$ cat config.mk
export PLATFORM = sky130hd
export DESIGN_NAME = thruster_pwm_with_deadband_flat
export DESIGN_NICKNAME = d
export VERILOG_FILES = /design/src/rtl/tpwm_pkg.sv /design/src/rtl/tpwm_if.sv /design/src/rtl/tpwm_front.sv /design/src/rtl/tpwm_queue.sv /design/src/rtl/tpwm_back.sv /design/src/rtl/thruster_pwm_with_deadband.sv /design/src/flat_wrapper.sv
export SDC_FILE = /design/constraint.sdc
export NUM_CORES = 2
export LEC_CHECK = 0
export BUFFER_PORTS_ARGS = -buffer_cell sky130_fd_sc_hd__buf_4
export CAP_MARGIN = 20
export CORE_UTILIZATION = 35
export CTS_CLUSTER_SIZE = 10
export DETAILED_ROUTE_END_ITERATION = 16
export GPL_ROUTABILITY_DRIVEN = 1
export PLACE_DENSITY = 0.56
export SLEW_MARGIN = 20
export SYNTH_ARGS = -nofsm -noshare
export SYNTH_HDL_FRONTEND = slang
export SYNTH_HIERARCHICAL = 1
export SYNTH_SLANG_ARGS = --single-unit
$ cat constraint.sdc
create_clock -name clk_i -period 11.31 [get_ports clk_i]
set_input_delay 0.5655 -clock clk_i [delete_from_list [all_inputs] [get_ports clk_i]]
set_output_delay 0.5655 -clock clk_i [all_outputs]
set_load 0.05 [all_outputs]
$ cat src/rtl/tpwm_pkg.sv
// Shared types, constants and helper functions for the thruster PWM block.
// Depends on nothing; every other file of the block refers to it by scoped names.
package tpwm_pkg;

  localparam int Channels     = 8;
  localparam int SampleWidth  = 16;
  localparam int FracBits     = SampleWidth - 1;
  localparam int PeriodWidth  = 16;
  localparam int CfgIdxWidth  = 2;
  localparam int CfgDataWidth = 16;
  localparam int QueueDepth   = 4;
  localparam int ThWidth      = SampleWidth + PeriodWidth;
  localparam int ProdWidth    = 2 * SampleWidth + 1;

  localparam logic [PeriodWidth-1:0] PeriodReset   = PeriodWidth'(100);
  localparam logic [FracBits-1:0]    DeadbandReset = FracBits'(1638);
  localparam logic [FracBits-1:0]    GainReset     = FracBits'(28508);

  localparam logic [CfgIdxWidth-1:0] RegPwmPeriod  = CfgIdxWidth'(0);
  localparam logic [CfgIdxWidth-1:0] RegDeadband   = CfgIdxWidth'(1);
  localparam logic [CfgIdxWidth-1:0] RegThrustGain = CfgIdxWidth'(2);

  // Which of the four distinct duties feeds a channel.
  localparam logic [2:0] SrcOff    = 3'd0;
  localparam logic [2:0] SrcLinFwd = 3'd1;
  localparam logic [2:0] SrcLinRev = 3'd2;
  localparam logic [2:0] SrcAngFwd = 3'd3;
  localparam logic [2:0] SrcAngRev = 3'd4;

  localparam logic signed [ProdWidth:0] RoundBias =
    {{(ProdWidth + 1 - FracBits){1'b0}}, 1'b1, {(FracBits - 1){1'b0}}};
  localparam logic signed [ProdWidth:0] SatMax =
    {{(ProdWidth + 1 - FracBits){1'b0}}, {FracBits{1'b1}}};
  localparam logic signed [ProdWidth:0] SatMin =
    {{(ProdWidth + 1 - FracBits){1'b1}}, {FracBits{1'b0}}};

  typedef logic signed [SampleWidth-1:0] sample_t;
  typedef logic [SampleWidth-1:0]        duty_t;

  // One classified beat as it travels from the front to the back.
  typedef struct packed {
    logic  is_cmd;
    duty_t lin_fwd;
    duty_t lin_rev;
    duty_t ang_fwd;
    duty_t ang_rev;
  } entry_t;

  function automatic logic [2:0] duty_src(input int ch);
    logic [2:0] src;
    case (ch)
      0, 4:    src = SrcLinFwd;
      1, 5:    src = SrcLinRev;
      2:       src = SrcAngRev;
      3:       src = SrcAngFwd;
      default: src = SrcOff;
    endcase
    return src;
  endfunction

  // Round half up on the Q3.30 product, then saturate to Q1.15.
  function automatic sample_t round_sat(input logic signed [ProdWidth-1:0] p);
    logic signed [ProdWidth:0] sum;
    logic signed [ProdWidth:0] q;
    sum = $signed({p[ProdWidth-1], p}) + RoundBias;
    q   = sum >>> FracBits;
    if (q > SatMax) begin
      q = SatMax;
    end else if (q < SatMin) begin
      q = SatMin;
    end
    return q[SampleWidth-1:0];
  endfunction

endpackage

$ cat src/rtl/tpwm_if.sv
// Valid/ready channel interfaces for the request and response streams.
// Depends on tpwm_pkg for field widths.
interface tpwm_req_if;
  logic                     valid;
  logic                     ready;
  logic                     req_type;
  tpwm_pkg::sample_t        linear_x;
  tpwm_pkg::sample_t        angular_z;

  modport source (output valid, req_type, linear_x, angular_z, input ready);
  modport sink   (input valid, req_type, linear_x, angular_z, output ready);
endinterface

interface tpwm_rsp_if #(
  parameter int Channels = tpwm_pkg::Channels
);
  logic                     valid;
  logic                     ready;
  logic [Channels-1:0]      thruster_lines;
  tpwm_pkg::sample_t        force_pair_a;
  tpwm_pkg::sample_t        force_pair_b;
  tpwm_pkg::sample_t        force_pair_c;

  modport source (output valid, thruster_lines, force_pair_a, force_pair_b, force_pair_c,
                  input ready);
  modport sink   (input valid, thruster_lines, force_pair_a, force_pair_b, force_pair_c,
                  output ready);
endinterface

$ cat src/rtl/tpwm_front.sv
// Front end: accepts request beats and splits velocity commands into duties.
// Depends on tpwm_pkg and tpwm_req_if.
module tpwm_front (
  tpwm_req_if.sink                   req,
  input  logic [tpwm_pkg::FracBits-1:0] deadband_i,
  output logic                       push_valid_o,
  input  logic                       push_ready_i,
  output tpwm_pkg::entry_t           push_entry_o
);

  localparam int W = tpwm_pkg::SampleWidth;

  logic signed [W:0] db_pos;
  logic signed [W:0] db_neg;
  logic signed [W:0] lin_x;
  logic signed [W:0] ang_x;
  logic signed [W:0] lin_neg;
  logic signed [W:0] ang_neg;

  assign db_pos  = $signed({{(W + 1 - tpwm_pkg::FracBits){1'b0}}, deadband_i});
  assign db_neg  = -db_pos;
  assign lin_x   = $signed({req.linear_x[W-1], req.linear_x});
  assign ang_x   = $signed({req.angular_z[W-1], req.angular_z});
  assign lin_neg = -lin_x;
  assign ang_neg = -ang_x;

  always_comb begin
    push_entry_o         = '0;
    push_entry_o.is_cmd  = req.req_type;
    // A value at or above the deadband drives forward, at or below its negative drives reverse.
    if (lin_x >= db_pos) begin
      push_entry_o.lin_fwd = lin_x[W-1:0];
    end else if (lin_x <= db_neg) begin
      push_entry_o.lin_rev = lin_neg[W-1:0];
    end
    if (ang_x >= db_pos) begin
      push_entry_o.ang_fwd = ang_x[W-1:0];
    end else if (ang_x <= db_neg) begin
      push_entry_o.ang_rev = ang_neg[W-1:0];
    end
  end

  assign push_valid_o = req.valid;
  assign req.ready    = push_ready_i;

endmodule

$ cat src/rtl/tpwm_queue.sv
// Short register queue that decouples the front end from the back end.
// Depends on tpwm_pkg for the entry type.
module tpwm_queue #(
  parameter int Depth = tpwm_pkg::QueueDepth
) (
  input  logic             clk_i,
  input  logic             rst_ni,
  input  logic             push_valid_i,
  output logic             push_ready_o,
  input  tpwm_pkg::entry_t push_entry_i,
  output logic             pop_valid_o,
  input  logic             pop_ready_i,
  output tpwm_pkg::entry_t pop_entry_o
);

  localparam int PtrW = (Depth > 1) ? $clog2(Depth) : 1;
  localparam int CntW = $clog2(Depth + 1);

  tpwm_pkg::entry_t mem_q [Depth];
  logic [PtrW-1:0]  wptr_q, wptr_d;
  logic [PtrW-1:0]  rptr_q, rptr_d;
  logic [CntW-1:0]  count_q, count_d;
  logic             push, pop;

  assign push_ready_o = (count_q != CntW'(Depth));
  assign pop_valid_o  = (count_q != '0);
  assign push         = push_valid_i && push_ready_o;
  assign pop          = pop_valid_o && pop_ready_i;
  assign pop_entry_o  = mem_q[rptr_q];

  always_comb begin
    wptr_d  = wptr_q;
    rptr_d  = rptr_q;
    count_d = count_q;
    if (push) begin
      wptr_d = (wptr_q == PtrW'(Depth - 1)) ? '0 : wptr_q + PtrW'(1);
    end
    if (pop) begin
      rptr_d = (rptr_q == PtrW'(Depth - 1)) ? '0 : rptr_q + PtrW'(1);
    end
    case ({push, pop})
      2'b10:   count_d = count_q + CntW'(1);
      2'b01:   count_d = count_q - CntW'(1);
      default: count_d = count_q;
    endcase
  end

  always_ff @(posedge clk_i or negedge rst_ni) begin
    if (!rst_ni) begin
      wptr_q  <= '0;
      rptr_q  <= '0;
      count_q <= '0;
    end else begin
      wptr_q  <= wptr_d;
      rptr_q  <= rptr_d;
      count_q <= count_d;
    end
  end

  always_ff @(posedge clk_i) begin
    if (push) begin
      mem_q[wptr_q] <= push_entry_i;
    end
  end

endmodule

$ cat src/rtl/tpwm_back.sv
// Back end: holds duties, counter, line levels and force estimates, and
// executes tick and command beats in two stages. Depends on tpwm_pkg, tpwm_rsp_if.
module tpwm_back #(
  parameter int Channels = tpwm_pkg::Channels
) (
  input  logic                            clk_i,
  input  logic                            rst_ni,
  input  logic                            pop_valid_i,
  output logic                            pop_ready_o,
  input  tpwm_pkg::entry_t                pop_entry_i,
  input  logic [tpwm_pkg::PeriodWidth-1:0] period_i,
  input  logic [tpwm_pkg::FracBits-1:0]   gain_i,
  tpwm_rsp_if.source                      rsp
);

  localparam int W  = tpwm_pkg::SampleWidth;
  localparam int PW = tpwm_pkg::PeriodWidth;
  localparam int TW = tpwm_pkg::ThWidth;
  localparam int MW = tpwm_pkg::ProdWidth;

  // Duty state: the four distinct magnitudes that feed the channels.
  tpwm_pkg::duty_t duty_lf_q, duty_lr_q, duty_af_q, duty_ar_q;

  // Stage one registers.
  logic                 s1_valid_q;
  logic                 s1_cmd_q;
  logic signed [MW-1:0] s1_plin_q, s1_pang_q;
  logic [TW-1:0]        s1_th_lf_q, s1_th_lr_q, s1_th_af_q, s1_th_ar_q;

  // Architectural state; the lines and forces are also the response payload.
  logic [PW-1:0]        counter_q;
  logic [Channels-1:0]  lines_q;
  tpwm_pkg::sample_t    force_a_q, force_b_q, force_c_q;
  logic                 out_valid_q;

  logic                 adv;
  logic                 pop;
  logic signed [W:0]    diff_lin, diff_ang;
  logic signed [W:0]    gain_x;
  logic signed [MW-1:0] plin, pang;
  logic [TW-1:0]        lhs;
  logic [Channels-1:0]  lines_d;
  logic [PW-1:0]        cnt_inc, cnt_next;

  // The whole back end moves when the response register is free or being drained.
  assign adv         = !out_valid_q || rsp.ready;
  assign pop_ready_o = adv;
  assign pop         = pop_valid_i && adv;

  assign diff_lin = $signed({1'b0, pop_entry_i.lin_fwd}) - $signed({1'b0, pop_entry_i.lin_rev});
  assign diff_ang = $signed({1'b0, pop_entry_i.ang_fwd}) - $signed({1'b0, pop_entry_i.ang_rev});
  assign gain_x   = $signed({{(W + 1 - tpwm_pkg::FracBits){1'b0}}, gain_i});
  assign plin     = MW'(diff_lin) * MW'(gain_x);
  assign pang     = MW'(diff_ang) * MW'(gain_x);

  always_ff @(posedge clk_i or negedge rst_ni) begin
    if (!rst_ni) begin
      duty_lf_q <= '0;
      duty_lr_q <= '0;
      duty_af_q <= '0;
      duty_ar_q <= '0;
    end else if (pop && pop_entry_i.is_cmd) begin
      duty_lf_q <= pop_entry_i.lin_fwd;
      duty_lr_q <= pop_entry_i.lin_rev;
      duty_af_q <= pop_entry_i.ang_fwd;
      duty_ar_q <= pop_entry_i.ang_rev;
    end
  end

  always_ff @(posedge clk_i or negedge rst_ni) begin
    if (!rst_ni) begin
      s1_valid_q <= 1'b0;
    end else if (adv) begin
      s1_valid_q <= pop_valid_i;
    end
  end

  // Tick thresholds use the duty registers, which already hold any command popped earlier.
  always_ff @(posedge clk_i) begin
    if (adv) begin
      s1_cmd_q   <= pop_entry_i.is_cmd;
      s1_plin_q  <= plin;
      s1_pang_q  <= pang;
      s1_th_lf_q <= TW'(duty_lf_q) * TW'(period_i);
      s1_th_lr_q <= TW'(duty_lr_q) * TW'(period_i);
      s1_th_af_q <= TW'(duty_af_q) * TW'(period_i);
      s1_th_ar_q <= TW'(duty_ar_q) * TW'(period_i);
    end
  end

  assign lhs = TW'({counter_q, {tpwm_pkg::FracBits{1'b0}}});

  always_comb begin
    for (int ch = 0; ch < Channels; ch++) begin
      case (tpwm_pkg::duty_src(ch))
        tpwm_pkg::SrcLinFwd: lines_d[ch] = lhs < s1_th_lf_q;
        tpwm_pkg::SrcLinRev: lines_d[ch] = lhs < s1_th_lr_q;
        tpwm_pkg::SrcAngFwd: lines_d[ch] = lhs < s1_th_af_q;
        tpwm_pkg::SrcAngRev: lines_d[ch] = lhs < s1_th_ar_q;
        default:             lines_d[ch] = 1'b0;
      endcase
    end
  end

  // The counter wraps back to one on overflow or on reaching the period.
  assign cnt_inc  = counter_q + PW'(1);
  assign cnt_next = (cnt_inc == '0 || cnt_inc >= period_i) ? PW'(1) : cnt_inc;

  always_ff @(posedge clk_i or negedge rst_ni) begin
    if (!rst_ni) begin
      counter_q   <= PW'(1);
      lines_q     <= '0;
      force_a_q   <= '0;
      force_b_q   <= '0;
      force_c_q   <= '0;
      out_valid_q <= 1'b0;
    end else if (adv) begin
      out_valid_q <= s1_valid_q;
      if (s1_valid_q) begin
        if (s1_cmd_q) begin
          force_a_q <= tpwm_pkg::round_sat(s1_plin_q);
          force_b_q <= tpwm_pkg::round_sat(s1_pang_q);
          force_c_q <= tpwm_pkg::round_sat(-s1_plin_q);
        end else begin
          lines_q   <= lines_d;
          counter_q <= cnt_next;
        end
      end
    end
  end

  assign rsp.valid          = out_valid_q;
  assign rsp.thruster_lines = lines_q;
  assign rsp.force_pair_a   = force_a_q;
  assign rsp.force_pair_b   = force_b_q;
  assign rsp.force_pair_c   = force_c_q;

endmodule

$ cat src/rtl/thruster_pwm_with_deadband.sv
// Top level of the thruster PWM block: configuration registers and the
// front, queue and back instances. Depends on tpwm_pkg, tpwm_if, tpwm_front/queue/back.
//
//   channel  direction  fields
//   req      in         req_type, linear_x, angular_z
//   rsp      out        thruster_lines, force_pair_a, force_pair_b, force_pair_c
//   cfg      in         cfg_we_i, cfg_idx_i, cfg_data_i (write only)
//
// One beat per cycle is sustained while responses are taken; a beat's response is valid
// once it has passed the queue write at the accepting edge, then the multiply stage, then
// the state update into the response register.
// Throughput is set by the back end's two registered stages, which advance together.
// Reset clears the duties, counter (to one), lines, forces and all valid state.
// A stalled response stalls the back end; the four-entry queue keeps taking beats until full.
module thruster_pwm_with_deadband (
  input  logic                              clk_i,
  input  logic                              rst_ni,
  tpwm_req_if.sink                          req,
  tpwm_rsp_if.source                        rsp,
  input  logic                              cfg_we_i,
  input  logic [tpwm_pkg::CfgIdxWidth-1:0]  cfg_idx_i,
  input  logic [tpwm_pkg::CfgDataWidth-1:0] cfg_data_i
);

  logic [tpwm_pkg::PeriodWidth-1:0] period_q;
  logic [tpwm_pkg::FracBits-1:0]    deadband_q;
  logic [tpwm_pkg::FracBits-1:0]    gain_q;

  logic             push_valid, push_ready;
  tpwm_pkg::entry_t push_entry;
  logic             pop_valid, pop_ready;
  tpwm_pkg::entry_t pop_entry;

  always_ff @(posedge clk_i or negedge rst_ni) begin
    if (!rst_ni) begin
      period_q   <= tpwm_pkg::PeriodReset;
      deadband_q <= tpwm_pkg::DeadbandReset;
      gain_q     <= tpwm_pkg::GainReset;
    end else if (cfg_we_i) begin
      case (cfg_idx_i)
        tpwm_pkg::RegPwmPeriod:  period_q   <= cfg_data_i[tpwm_pkg::PeriodWidth-1:0];
        tpwm_pkg::RegDeadband:   deadband_q <= cfg_data_i[tpwm_pkg::FracBits-1:0];
        tpwm_pkg::RegThrustGain: gain_q     <= cfg_data_i[tpwm_pkg::FracBits-1:0];
        default: ;
      endcase
    end
  end

  tpwm_front u_front (
    .req          (req),
    .deadband_i   (deadband_q),
    .push_valid_o (push_valid),
    .push_ready_i (push_ready),
    .push_entry_o (push_entry)
  );

  tpwm_queue #(
    .Depth (tpwm_pkg::QueueDepth)
  ) u_queue (
    .clk_i        (clk_i),
    .rst_ni       (rst_ni),
    .push_valid_i (push_valid),
    .push_ready_o (push_ready),
    .push_entry_i (push_entry),
    .pop_valid_o  (pop_valid),
    .pop_ready_i  (pop_ready),
    .pop_entry_o  (pop_entry)
  );

  tpwm_back #(
    .Channels (tpwm_pkg::Channels)
  ) u_back (
    .clk_i       (clk_i),
    .rst_ni      (rst_ni),
    .pop_valid_i (pop_valid),
    .pop_ready_o (pop_ready),
    .pop_entry_i (pop_entry),
    .period_i    (period_q),
    .gain_i      (gain_q),
    .rsp         (rsp)
  );

endmodule

$ cat src/flat_wrapper.sv
// flat-port wrapper written by rule: the top's interface ports become plain ports
module thruster_pwm_with_deadband_flat 
  (clk_i, rst_ni, cfg_we_i, cfg_idx_i, cfg_data_i, req_valid, req_req_type, req_linear_x, req_angular_z, req_ready, rsp_valid, rsp_thruster_lines, rsp_force_pair_a, rsp_force_pair_b, rsp_force_pair_c, rsp_ready);
  tpwm_req_if req_i ();
  tpwm_rsp_if rsp_i ();
  input  logic clk_i;
  input  logic rst_ni;
  input  logic cfg_we_i;
  input  logic [tpwm_pkg::CfgIdxWidth-1:0] cfg_idx_i;
  input  logic [tpwm_pkg::CfgDataWidth-1:0] cfg_data_i;
  input wire logic [$bits(req_i.valid)-1:0] req_valid;
  input wire logic [$bits(req_i.req_type)-1:0] req_req_type;
  input wire logic [$bits(req_i.linear_x)-1:0] req_linear_x;
  input wire logic [$bits(req_i.angular_z)-1:0] req_angular_z;
  output wire logic [$bits(req_i.ready)-1:0] req_ready;
  output wire logic [$bits(rsp_i.valid)-1:0] rsp_valid;
  output wire logic [$bits(rsp_i.thruster_lines)-1:0] rsp_thruster_lines;
  output wire logic [$bits(rsp_i.force_pair_a)-1:0] rsp_force_pair_a;
  output wire logic [$bits(rsp_i.force_pair_b)-1:0] rsp_force_pair_b;
  output wire logic [$bits(rsp_i.force_pair_c)-1:0] rsp_force_pair_c;
  input wire logic [$bits(rsp_i.ready)-1:0] rsp_ready;
  assign req_i.valid = req_valid;
  assign req_i.req_type = req_req_type;
  assign req_i.linear_x = req_linear_x;
  assign req_i.angular_z = req_angular_z;
  assign req_ready = req_i.ready;
  assign rsp_valid = rsp_i.valid;
  assign rsp_thruster_lines = rsp_i.thruster_lines;
  assign rsp_force_pair_a = rsp_i.force_pair_a;
  assign rsp_force_pair_b = rsp_i.force_pair_b;
  assign rsp_force_pair_c = rsp_i.force_pair_c;
  assign rsp_i.ready = rsp_ready;
  thruster_pwm_with_deadband u_core (.clk_i(clk_i), .rst_ni(rst_ni), .req(req_i), .rsp(rsp_i), .cfg_we_i(cfg_we_i), .cfg_idx_i(cfg_idx_i), .cfg_data_i(cfg_data_i));
endmodule
==> results.sh <==
export IMPL_status="finished clean"
export IMPL_finalCritPeriodShare=0.9179
export IMPL_synth_xor_area_frac=0.03044
export IMPL_avgSynthCellArea_sq_um=9.969
export IMPL_multi_input_area_sq_um=58620
export IMPL_synth_fa_ha_area_frac=0.4207
export IMPL_synth_simple_area_share=0.1454
export IMPL_via_per_inst=5.079
export IMPL_worstSkewPairLatency_ns=0.74
export IMPL_final_setup_tns_ns=0
export IMPL_finClkSkew_ns=0.07800
export IMPL_clk_path_buf_depth=3
export IMPL_setup_violations=0
export IMPL_r2r_slack_ns=0.93
export IMPL_drt_total_wl_microns=231400
export IMPL_initial_core_util=0.3535
export IMPL_ys_top_cells_by_count="1667 x inv_1, 1296 x fa_1, 1010 x nand2_1, 767 x ha_1, 587 x and2_1"
export IMPL_critPathKind="reg2reg"
export IMPL_fmax_mhz=96.33
export IMPL_yosysWarnings=6
export IMPL_synthTopCellsByArea="fa_1 31%, edfxtp_1 16%, ha_1 11%"
export IMPL_grt_max_degree=83
export IMPL_hold_path_class="in2reg"
export IMPL_synth_compound_area_frac=0.06339
export IMPL_cts_clk_slew_worst_paths_ns=0.06
export IMPL_post_route_util=0.3817
export IMPL_synthMostInstantiatedCell="inv_1"
export IMPL_place_congestion=0.8837
export IMPL_synth_mux_area_frac=0.03322
export IMPL_maxCapViolations=0
export IMPL_final_net_count=10500
export IMPL_ys_seq_elements=628
export IMPL_grt_pass1_vias=63360
export IMPL_critical_path_top_delay_family="compound AO/OA/AOI/OAI gates"
export IMPL_post_cts_buffers=0
export IMPL_cts_root_buffer="clkbuf_16"
export IMPL_rows=179
export IMPL_num_vias=59000
export IMPL_cp_required_ns=11.80
export IMPL_syn_area_sq_um=84470
export IMPL_relSlewSlack=0.2517
export IMPL_clock_sinks=628
export IMPL_ios=114
export IMPL_drc=0
export IMPL_dieArea_sq_um=243300
export IMPL_seq_area_frac_synth=0.2125
export IMPL_worst_slew_pin_slew_ns=1.121
export IMPL_worstSetupStartpointType="flop"
export IMPL_rsz0062_at_grt="no"
export IMPL_ys_flop_type="edfxtp_1"
export IMPL_die_h_microns=493.3
export IMPL_fillCellCount=23470
export IMPL_synth_edf_count=441
export IMPL_synthArstFlopShare=0.2978
export IMPL_register_area_sq_um=17970
export IMPL_area_growth_pct=7.982
export IMPL_cp_arrival_ns=10.87
export IMPL_h_tree_depth=3
export IMPL_coreArea_sq_um=239000
export IMPL_track_usage=0.1937
export IMPL_hold_viol=0
export IMPL_worstPathBufferInverterCount=6
export IMPL_final_max_slew_violation_count=0
export IMPL_syn_inst=8474
export IMPL_dp_hpwl_microns=176400
export IMPL_antenna_found_initial=9
export IMPL_crit_path_max_fanout=26
export IMPL_ant_nets=0
export IMPL_drive_above_1_share=0.07518
export IMPL_end_kind="flop"
export IMPL_grt_pass1_wl_microns=366300
export IMPL_dr_first_iter_drc_count=3873
export IMPL_cp_slowest_cell="a21oi_1"
export IMPL_grt_remaining_overflow=0
export IMPL_synth_top_family_by_area="adder cells"
export IMPL_fin_crit_ns=10.38
export IMPL_numPortBuffers=111
export IMPL_synth_top_cell_by_area="fa_1"
export IMPL_synth_top_area_frac=0.3071
export IMPL_dieWidth_microns=493.3
export IMPL_cts_tree="done"
export IMPL_dr_pass1_iters=5
export IMPL_wire_per_inst_microns=19.92
export IMPL_crit_path_frequent_cell="fa_1"
export IMPL_cpPeakStageDelay_ns=0.81
export IMPL_ys_types=108
export IMPL_numCtsBuffers=81
==> worst register-to-register path: cells and delay by family, from the launching register on <==
family / cells / cell delay, ns
compound gates: 14 / 3.67
mux: 1 / 0.62
buf+inv: 6 / 0.98
flops: 1 / 0.65
simple gates: 4 / 0.67
fa+ha+maj: 8 / 3.41
xor+xnor: 1 / 0.14
==> area by class of cell <==
type                    instances  share of cell area
well taps                    3167             0.04344
clock buffers                 129             0.02555
diodes                          3          0.00008230
clock inverters                21            0.003676
flip-flops and latches        628              0.1970
repair buffers                226             0.01901
inverters                    1667             0.06860
multi-input cells            5775              0.6427
==> what timing repair did <==
| item | in CTS | in global routing |
|---|---|---|
| endpoints found under the hold margin | 64 | 0 |
| resized for setup | 0 | 0 |
| hold buffers | 2 | 0 |
==> kinds of logic after synthesis <==
kind of cell / Yosys count
AOI/OAI and AO/OA: 783
adders and majority gates: 2063
and+or+nand+nor: 2449
other: 2
buffers and inverters: 2073
DFF: 628
xor gates and xnor gates: 292
muxes: 184
==> sequential cells by signal, indices dropped and copies added, names as in the netlist, 16 cells and up <==
name and flops:
u_core/period_q 16, u_core/u_back/counter_q 16, u_core/u_back/duty_af_q 16, u_core/u_back/duty_ar_q 16, u_core/u_back/duty_lf_q 16, u_core/u_back/duty_lr_q 16, u_core/u_back/rsp.force_pair_a 16, u_core/u_back/rsp.force_pair_b 16
u_core/u_back/rsp.force_pair_c 16, u_core/u_back/s1_pang_q 19, u_core/u_back/s1_plin_q 33, u_core/u_back/s1_th_af_q 32, u_core/u_back/s1_th_ar_q 32, u_core/u_back/s1_th_lf_q 32, u_core/u_back/s1_th_lr_q 32, u_core/u_queue/mem_q 260
==> final timing paths <==
kind                       cells past startpoint                                      startpoint                                         endpoint
hold / removal                                 2                                   cfg_data_i[2]                   u_core/period_q[2]$_DFFE_PN1P_
hold reg to reg                                2  u_core/u_back/rsp.force_pair_b[15]$_DFFE_PN0P_   u_core/u_back/rsp.force_pair_b[15]$_DFFE_PN0P_
max in group asynchronous                      3                                          rst_ni  u_core/u_back/rsp.thruster_lines[2]$_DFFE_PN0P_
setup reg to reg                              34            u_core/u_queue/rptr_q[0]$_DFFE_PN0P_            u_core/u_back/s1_pang_q[31]$_DFFE_PN_
setup / recovery                              34            u_core/u_queue/rptr_q[0]$_DFFE_PN0P_            u_core/u_back/s1_pang_q[31]$_DFFE_PN_
min in group asynchronous                      2                                          rst_ni                    u_core/gain_q[12]$_DFFE_PN0P_
==> routing by layer <==
layer / routed length, microns / share of wire / up-vias / GRT usage
li1: - / - / 26690 / -
met1: 101600 / 0.44 / 30470 / 0.2595
met2: 111600 / 0.48 / 1530 / 0.3275
met3: 11600 / 0.050 / 309 / 0.02158
met4: 6527 / 0.028 / 2 / 0.05992
met5: 13 / 0.000056 / - / 0
==> stage by stage <==
| stage | setup WS [ns] | hold slack (ns) | instance area, sq um | cells |
|---|---|---|---|---|
| 5_1_grt | 0.2477 | 0.07632 | 91220 | 11620 |
| 3_5_place_dp | 0.9320 | 0.4736 | 88500 | 11460 |
| 4_1_cts | 0.8837 | 0.03033 | 91190 | 11610 |
| 6_report | 0.9289 | 0.09054 | 91220 | 11620 |
| 3_3_place_gp | 1.138 | 0.4685 | 88500 | 11460 |
| 2_1_floorplan | 1.972 | 0.2699 | 84480 | 8476 |
==> placed cells by master (no fill, tap or decap), types with 66 or more instances in the layout <==
master,Yosys,layout
inv_1,1667,1667
fa_1,1296,1296
nand2_1,1010,1010
ha_1,767,766
and2_1,587,587
edfxtp_1,441,441
nor2_1,236,235
buf_4,15,221
xnor2_1,199,198
a21oi_1,168,167
dfrtp_1,167,152
o21ai_0,145,145
nand3_1,121,121
mux2_2,113,113
xor2_1,92,91
nor3_1,87,87
clkbuf_16,0,84
a21o_1,76,76
nor2b_1,69,69
and3_1,68,66
Power is left out: the tool's default activity adds up to more than one toggle a clock period on the data nets, which glitch-free logic cannot reach.
